$ cat src/rtl/sisc_pkg.sv
package sisc_pkg;

   // Store geometry
   localparam int DEPTH    = 32;
   localparam int IDX_W    = (DEPTH > 2) ? $clog2(DEPTH) : 1;
   localparam int COUNT_W  = $clog2(DEPTH + 1);
   localparam int TOTAL_W  = $clog2(DEPTH * (DEPTH - 1) / 2 + 1);

   // Port field widths
   localparam int DATA_W      = 32;
   localparam int POS_W       = 6;
   localparam int TOTAL_OUT_W = 11;

   typedef enum logic [1:0] {
      CMD_INSERT = 2'd0,
      CMD_DUMP   = 2'd1,
      CMD_CLEAR  = 2'd2
   } cmd_type;

   typedef enum logic [1:0] {
      KIND_INSERT = 2'd0,
      KIND_DUMP   = 2'd1,
      KIND_CLEAR  = 2'd2
   } kind_type;

   typedef enum logic [1:0] {
      CELL_HOLD   = 2'd0,
      CELL_INSERT = 2'd1,
      CELL_ROTATE = 2'd2
   } cell_op_type;

   typedef enum logic {
      ST_IDLE = 1'b0,
      ST_DUMP = 1'b1
   } state_type;

   // Per-cell control from the sequencer
   typedef struct packed {
      cell_op_type op;
      logic        occ;   // cell holds a stored entry
      logic        tail;  // first free cell
      logic        wrap;  // last occupied cell
   } cell_ctrl_type;

endpackage

$ cat src/rtl/sorted_insert_with_shift_count_unit.sv
// Sorted insertion store: keeps up to DEPTH signed 32-bit values in ascending
// order in a row of cells, each holding one entry and comparing it with the
// incoming value in parallel. An insert or a clear is accepted and its result is
// registered at the output the cycle after; an unused command is accepted and
// gives no result. Such requests can follow back to back while the result port
// keeps up. A dump of n stored entries emits n results (one result for an empty
// store) by rotating the cell row left by one entry per cycle while the result
// port keeps up and reading the head cell; no request is accepted until the last
// entry of the dump has been loaded into the output register, and the rotation
// leaves the store in its original order. A full store refuses an insert and
// flags it.
module sorted_insert_with_shift_count_unit (
   input  logic                                  clock,
   input  logic                                  reset,
   input  logic                                  req_valid,
   output logic                                  req_stall,
   input  logic [1:0]                            req_command,
   input  logic signed [sisc_pkg::DATA_W-1:0]    req_value,
   output logic                                  rsp_valid,
   input  logic                                  rsp_stall,
   output logic [1:0]                            rsp_kind,
   output logic signed [sisc_pkg::DATA_W-1:0]    rsp_entry_value,
   output logic [sisc_pkg::POS_W-1:0]            rsp_position,
   output logic [sisc_pkg::POS_W-1:0]            rsp_shifts_this_insert,
   output logic [sisc_pkg::TOTAL_OUT_W-1:0]      rsp_total_shifts,
   output logic                                  rsp_dropped_full,
   output logic                                  rsp_entry_valid,
   output logic                                  rsp_last
);
   import sisc_pkg::*;

   // Control state
   state_type            state_ff, state_in;
   logic [COUNT_W-1:0]   count_ff, count_in;
   logic [TOTAL_W-1:0]   total_ff, total_in;
   logic [IDX_W-1:0]     dump_idx_ff, dump_idx_in;
   logic                 rsp_valid_ff, rsp_valid_in;

   // Result payload
   kind_type                 kind_ff, kind_in;
   logic signed [DATA_W-1:0] value_ff, value_in;
   logic [IDX_W-1:0]         pos_ff, pos_in;
   logic [IDX_W-1:0]         shifts_ff, shifts_in;
   logic [TOTAL_W-1:0]       total_out_ff, total_out_in;
   logic                     dropped_ff, dropped_in;
   logic                     evalid_ff, evalid_in;
   logic                     last_ff, last_in;

   // Cell row
   cell_ctrl_type            ctrl [DEPTH];
   cell_op_type              cell_op;
   logic signed [DATA_W-1:0] cell_value [DEPTH];
   logic [DEPTH-1:0]         cell_gt;

   logic                     out_free;
   logic                     req_accept;
   logic [IDX_W-1:0]         ins_pos;
   logic                     any_gt;
   logic [IDX_W-1:0]         ins_shifts;
   logic                     dump_last;

   assign out_free   = !rsp_valid_ff || !rsp_stall;
   assign req_stall  = (state_ff != ST_IDLE) || !out_free;
   assign req_accept = req_valid && !req_stall;

   // Per-cell control derived from the entry count
   always_comb begin
      for (int i = 0; i < DEPTH; i++) begin
         ctrl[i].op   = cell_op;
         ctrl[i].occ  = COUNT_W'(i) < count_ff;
         ctrl[i].tail = COUNT_W'(i) == count_ff;
         ctrl[i].wrap = COUNT_W'(i) == (count_ff - COUNT_W'(1));
      end
   end

   // The row of cells
   for (genvar g = 0; g < DEPTH; g++) begin : g_cell
      logic signed [DATA_W-1:0] left_v;
      logic signed [DATA_W-1:0] right_v;
      logic                     left_g;
      if (g == 0) begin : g_first
         assign left_v = '0;
         assign left_g = 1'b0;
      end else begin : g_inner
         assign left_v = cell_value[g-1];
         assign left_g = cell_gt[g-1];
      end
      if (g == DEPTH - 1) begin : g_end
         assign right_v = '0;
      end else begin : g_mid
         assign right_v = cell_value[g+1];
      end
      sisc_cell u_cell (
         .clock       (clock),
         .ctrl        (ctrl[g]),
         .new_value   (req_value),
         .left_value  (left_v),
         .left_gt     (left_g),
         .right_value (right_v),
         .head_value  (cell_value[0]),
         .value       (cell_value[g]),
         .gt          (cell_gt[g])
      );
   end

   // Landing index: the lowest cell that moves, or the tail when none moves.
   // The moving cells form one run at the top, so its start is one-hot.
   always_comb begin
      ins_pos = '0;
      any_gt  = |cell_gt;
      for (int i = 0; i < DEPTH; i++) begin
         if (cell_gt[i] && (i == 0 || !cell_gt[(i == 0) ? 0 : i - 1])) begin
            ins_pos = ins_pos | IDX_W'(i);
         end
      end
      if (!any_gt) begin
         ins_pos = count_ff[IDX_W-1:0];
      end
      ins_shifts = count_ff[IDX_W-1:0] - ins_pos;
   end

   assign dump_last = (COUNT_W'(dump_idx_ff) == (count_ff - COUNT_W'(1)));

   // Sequencer: next state, cell operation and result loading
   always_comb begin
      state_in     = state_ff;
      count_in     = count_ff;
      total_in     = total_ff;
      dump_idx_in  = dump_idx_ff;
      rsp_valid_in = rsp_valid_ff && rsp_stall;
      cell_op      = CELL_HOLD;
      kind_in      = kind_ff;
      value_in     = value_ff;
      pos_in       = pos_ff;
      shifts_in    = shifts_ff;
      total_out_in = total_out_ff;
      dropped_in   = dropped_ff;
      evalid_in    = evalid_ff;
      last_in      = last_ff;
      case (state_ff)
         ST_IDLE: begin
            if (req_accept) begin
               case (cmd_type'(req_command))
                  CMD_INSERT: begin
                     rsp_valid_in = 1'b1;
                     kind_in      = KIND_INSERT;
                     value_in     = req_value;
                     evalid_in    = 1'b1;
                     last_in      = 1'b1;
                     if (count_ff == COUNT_W'(DEPTH)) begin
                        pos_in       = '0;
                        shifts_in    = '0;
                        total_out_in = total_ff;
                        dropped_in   = 1'b1;
                     end else begin
                        cell_op      = CELL_INSERT;
                        count_in     = count_ff + COUNT_W'(1);
                        total_in     = total_ff + TOTAL_W'(ins_shifts);
                        pos_in       = ins_pos;
                        shifts_in    = ins_shifts;
                        total_out_in = total_ff + TOTAL_W'(ins_shifts);
                        dropped_in   = 1'b0;
                     end
                  end
                  CMD_DUMP: begin
                     if (count_ff == '0) begin
                        rsp_valid_in = 1'b1;
                        kind_in      = KIND_DUMP;
                        value_in     = '0;
                        pos_in       = '0;
                        shifts_in    = '0;
                        total_out_in = total_ff;
                        dropped_in   = 1'b0;
                        evalid_in    = 1'b0;
                        last_in      = 1'b1;
                     end else begin
                        state_in    = ST_DUMP;
                        dump_idx_in = '0;
                     end
                  end
                  CMD_CLEAR: begin
                     count_in     = '0;
                     total_in     = '0;
                     rsp_valid_in = 1'b1;
                     kind_in      = KIND_CLEAR;
                     value_in     = '0;
                     pos_in       = '0;
                     shifts_in    = '0;
                     total_out_in = '0;
                     dropped_in   = 1'b0;
                     evalid_in    = 1'b1;
                     last_in      = 1'b1;
                  end
                  default: begin
                     rsp_valid_in = rsp_valid_ff && rsp_stall;
                  end
               endcase
            end
         end
         ST_DUMP: begin
            // Emit the head cell and rotate the row by one entry.
            if (out_free) begin
               cell_op      = CELL_ROTATE;
               rsp_valid_in = 1'b1;
               kind_in      = KIND_DUMP;
               value_in     = cell_value[0];
               pos_in       = dump_idx_ff;
               shifts_in    = '0;
               total_out_in = total_ff;
               dropped_in   = 1'b0;
               evalid_in    = 1'b1;
               last_in      = dump_last;
               dump_idx_in  = dump_idx_ff + IDX_W'(1);
               if (dump_last) begin
                  state_in = ST_IDLE;
               end
            end
         end
         default: begin
            state_in = ST_IDLE;
         end
      endcase
   end

   // Control registers
   always_ff @(posedge clock) begin
      if (reset) begin
         state_ff     <= ST_IDLE;
         count_ff     <= '0;
         total_ff     <= '0;
         dump_idx_ff  <= '0;
         rsp_valid_ff <= 1'b0;
      end else begin
         state_ff     <= state_in;
         count_ff     <= count_in;
         total_ff     <= total_in;
         dump_idx_ff  <= dump_idx_in;
         rsp_valid_ff <= rsp_valid_in;
      end
   end

   // Result payload registers
   always_ff @(posedge clock) begin
      kind_ff      <= kind_in;
      value_ff     <= value_in;
      pos_ff       <= pos_in;
      shifts_ff    <= shifts_in;
      total_out_ff <= total_out_in;
      dropped_ff   <= dropped_in;
      evalid_ff    <= evalid_in;
      last_ff      <= last_in;
   end

   assign rsp_valid              = rsp_valid_ff;
   assign rsp_kind               = kind_ff;
   assign rsp_entry_value        = value_ff;
   assign rsp_position           = POS_W'(pos_ff);
   assign rsp_shifts_this_insert = POS_W'(shifts_ff);
   assign rsp_total_shifts       = TOTAL_OUT_W'(total_out_ff);
   assign rsp_dropped_full       = dropped_ff;
   assign rsp_entry_valid        = evalid_ff;
   assign rsp_last               = last_ff;

endmodule

$ cat src/rtl/sisc_cell.sv
module sisc_cell (
   input  logic                                  clock,
   input  sisc_pkg::cell_ctrl_type               ctrl,
   input  logic signed [sisc_pkg::DATA_W-1:0]    new_value,
   input  logic signed [sisc_pkg::DATA_W-1:0]    left_value,
   input  logic                                  left_gt,
   input  logic signed [sisc_pkg::DATA_W-1:0]    right_value,
   input  logic signed [sisc_pkg::DATA_W-1:0]    head_value,
   output logic signed [sisc_pkg::DATA_W-1:0]    value,
   output logic                                  gt
);
   import sisc_pkg::*;

   logic signed [DATA_W-1:0] value_ff;
   logic signed [DATA_W-1:0] value_in;

   // An occupied cell holding a greater value must move right.
   assign gt = ctrl.occ && (value_ff > new_value);

   // Insert: a moving cell takes its left neighbour when that one moves too,
   // otherwise the new value lands here. Rotate: shift left, and the last
   // occupied cell takes the head entry.
   always_comb begin
      value_in = value_ff;
      case (ctrl.op)
         CELL_INSERT: begin
            if (gt || ctrl.tail) begin
               value_in = left_gt ? left_value : new_value;
            end
         end
         CELL_ROTATE: begin
            value_in = ctrl.wrap ? head_value : right_value;
         end
         default: begin
            value_in = value_ff;
         end
      endcase
   end

   always_ff @(posedge clock) begin
      value_ff <= value_in;
   end

   assign value = value_ff;

endmodule

$ cat config.mk
export PLATFORM = sky130hd
export DESIGN_NAME = sorted_insert_with_shift_count_unit
export DESIGN_NICKNAME = d
export VERILOG_FILES = /design/src/rtl/sisc_pkg.sv /design/src/rtl/sorted_insert_with_shift_count_unit.sv /design/src/rtl/sisc_cell.sv
export SDC_FILE = /design/constraint.sdc
export NUM_CORES = 2
export LEC_CHECK = 0
export BUFFER_PORTS_ARGS = -buffer_cell sky130_fd_sc_hd__buf_2
export CAP_MARGIN = 15
export CELL_PAD_IN_SITES_DETAIL_PLACEMENT = 0
export CELL_PAD_IN_SITES_GLOBAL_PLACEMENT = 2
export CORE_MARGIN = 5
export CORE_UTILIZATION = 38
export CTS_CLUSTER_SIZE = 20
export DETAILED_ROUTE_END_ITERATION = 8
export PLACE_DENSITY_LB_ADDON = 0.25
export SLEW_MARGIN = 20
export SYNTH_ARGS = -nofsm -noshare
export SYNTH_HDL_FRONTEND = slang
export SYNTH_SLANG_ARGS = --single-unit
$ cat constraint.sdc
create_clock -name clock -period 6.67 [get_ports clock]
set_input_delay 0.3335 -clock clock [delete_from_list [all_inputs] [get_ports clock]]
set_output_delay 0.3335 -clock clock [all_outputs]
set_load 0.05 [all_outputs]
==> run_results.csv <==
group,metric,value,unit
run_status,outcome,"completed",
synthesis,synth_compound_area_share,18.1,%
synthesis,synthSimpleGateAreaFrac,17.8,%
synthesis,synth-edff-count,1080,
timing,period_minus_slack,6610,ps
cells_and_area,final_cell_mix,"nand2_1 (1471), buf_4 (1307), a21oi_1 (1292)",
grt,grt_pass1_wl,672000,µm
synthesis,synth_seq_cells,1102,
clock_network,clk_latency,850,ps
synthesis,async_flop_share,0,%
place,hpwl,350000,µm
die,dieArea,0.246,mm²
grt,antenna_found_initial,42,
cells_and_area,layout_commonest_cell,"nand2_1",
timing,report.final.slew_viol_count,0,
routing,post-route-drc-count,0,
die,io_pins,100,
timing,worst_pin_slew,1330,ps
synthesis,synth_top_area_share,36.2,%
cells_and_area,fin_util,46.0,%
setup_path,cpPeakStageDelay,570,ps
routing,antenna_left,0,
clock_network,cts.root.buffer_cell,"clkbuf_16",
place,post-place-ws,-1020,ps
synthesis,avgSynthCellArea,9.09,µm²
cells_and_area,fillers,22700,
clock_network,cts.path.max_buffers,3,
pwr,vdd_drop_max,0.210,mV
die,placement_rows,178,
cells_and_area,drive_gt1_share,17.9,%
routing,dr_total_vias,90400,
timing,finalSetupViolations,0,
flow_run,maxCapViolCount,0,
synthesis,synthDistinctLibCells,84,
synthesis,postSynthCellCount,9860,
synthesis,ys_warn_count,0,
timing,fin_skew,32.1,ps
synthesis,yosysSeqAreaShare,36.7,%
timing,rsz0062_at_grt,"true",
die,start_util,38.2,%
setup_path,critPathCaptureType,"flop",
clock_network,cts_made_buffers,149,
die,die_x,496,µm
grt,gr-usage-met2,50.9,%
timing,max_slew_margin,11.5,%
grt,grt_use_met3,14.2,%
grt,grt_start_max_net_pins,240,
synthesis,synth_ff_type,"edfxtp_1",
die,core,0.235,mm²
synthesis,synth_xor_area_share,0.137,%
timing,min_period_over_period,99.1,%
routing,drt_wl_total,494000,µm
synthesis,synth_area_leader_cell,"edfxtp_1",
synthesis,yosys.area_share.adder,14.6,%
clock_network,cts_tree,"done",
min_path,hp-class,"in -> reg",
grt,grt_usage,38.7,%
cells_and_area,fin_cells,14000,
synthesis,synthTopCellsByArea,"edfxtp_1 (36%), ha_1 (15%), mux2i_1 (7.6%)",
grt,grt_pass1_vias,83100,
routing,dr.pass1.iters,8,
setup_path,start_kind,"flop",
setup_path,worstSetupPathType,"reg -> reg",
setup_path,required,7430,ps
timing,fmax,0.151,GHz
setup_path,path_max_fanout,4,
place,routabilityCongestion,1.00,
routing,wl_per_cell,35.4,µm
setup_path,worst-r2r-setup-slack,60,ps
timing,setup_ws,60.5,ps
cells_and_area,final_nets,11800,
place,dp_cells,13700,
pwr,power_density,189,mW/mm²
cells_and_area,syn2layout_area_growth,20.6,%
setup_path,worstPathArrival,7370,ps
clock_network,clkTransAtPathRegs,60,ps
pwr,leakagePower,45.6,nW
grt,grt_overflow,0,
grt,grt_use_met1,56.0,%
grt,gr-max-usage-layer,"met1",
clock_network,cts.sinks,1102,
clock_network,htree_levels,4,
timing,hold_violations,0,
synthesis,synth_mux_area_share,8.59,%
routing,viasPerCell,6.47,
routing,first_iter_violations,13800,
synthesis,syn_area,0.0897,mm²
place,port_buffers,95,
synthesis,synth_top_family_by_area,"compound AO/OA/AOI/OAI gates",
die,die_y,496,µm
setup_path,slowest_stage,"nor4_4",
-- final cells by class --
cell class	instances	area [µm²]	share of cell area [%]
repair buffers	1489	12000	11.1
well taps	3150	3940	3.64
diodes	40	100	0.0926
clock buffers	188	3870	3.58
flip-flops and latches	1102	32900	30.4
clock inverters	75	821	0.759
inverters	145	643	0.595
multi-input cells	7794	53900	49.8
-- cell families (layout without fill, tap and decap cells) --
logic type      Yosys count  after routing
compound gates         2662           2662
xor+xnor                 14             14
fa+ha+maj              1048           1048
buf+inv                 967           1897
flops                  1102           1102
mux                     759            759
other cells               1             44
simple gates           3307           3307
-- registers in the layout, summed over array words and instances (netlist names) --
name / count
g_cell.u_cell.value: 1024
rsp_entry_value: 32
total_ff: 9
total_out_ff: 9
count_ff: 6
dump_idx_ff: 5
pos_ff: 5
shifts_ff: 5
rsp_kind: 2
rsp_dropped_full: 1
rsp_entry_valid: 1
rsp_last: 1
rsp_valid: 1
state_ff: 1
-- worst max-delay path, delay by kind of cell (launching register included) --
kind	cells	cell delay, ps
compound gates	9	1520
fa+ha+maj	3	980
buf+inv	6	680
flops	1	400
mux	2	500
simple gates	9	2410
-- cells in the mapped netlist (all sizes together) (54+ instances only) --
master     n
a211oi   498
a21o     124
a21oi   1311
a31oi    209
and3     391
buf      106
clkbuf   716
edfxtp  1080
ha      1046
inv      114
mux2      76
mux2i    683
nand2   1485
nand3    116
nand4    214
nor2     417
nor2b    434
o21ai    205
o31ai     54
-- path summary, 6_finish.rpt --
check,startpoint,end,cells after the start
setup / recovery,g_cell[13].u_cell.value[1]$_DFFE_PP_,total_ff[8]$_SDFFE_PP0P_,29
hold / removal,rsp_stall,total_ff[5]$_SDFFE_PP0P_,5
setup reg to reg,g_cell[13].u_cell.value[1]$_DFFE_PP_,total_ff[8]$_SDFFE_PP0P_,29
hold reg to reg,total_ff[8]$_SDFFE_PP0P_,total_ff[8]$_SDFFE_PP0P_,2
-- stage by stage --
step	instance area (µm²)	hold WS [ps]	total power [mW]	setup TNS, ps
CTS	108000	59.7	20.3	0
global placement	103000	516	12.1	-17810
detailed placement	103000	510	12.2	-10120
floorplan	89800	406	10.2	0
global route	108000	128	21.0	-813
finish	108000	105	20.4	0
-- layer usage --
metal	up-vias	wire length, µm	share of wire [%]
met5	-	315	0.064
met3	958	69500	14
met2	6193	188000	38
met1	44500	213000	43
met4	40	23800	4.8
li1	38700	-	-
-- repair_timing --
action	4_1_cts	5_1_grt
setup endpoints to repair	12	12
endpoints found under the hold margin	21	0
gates resized for setup	14	43
setup buffers	1	3
hold buffers	4	0
pin swaps	2	18
-- power by group --
group,internal (mW),switching [mW]
clock,4.63,3.57
combinational,1.39,2.61
sequential,8.00,0.243
No activity file was read; power rests on OpenSTA's default activity.
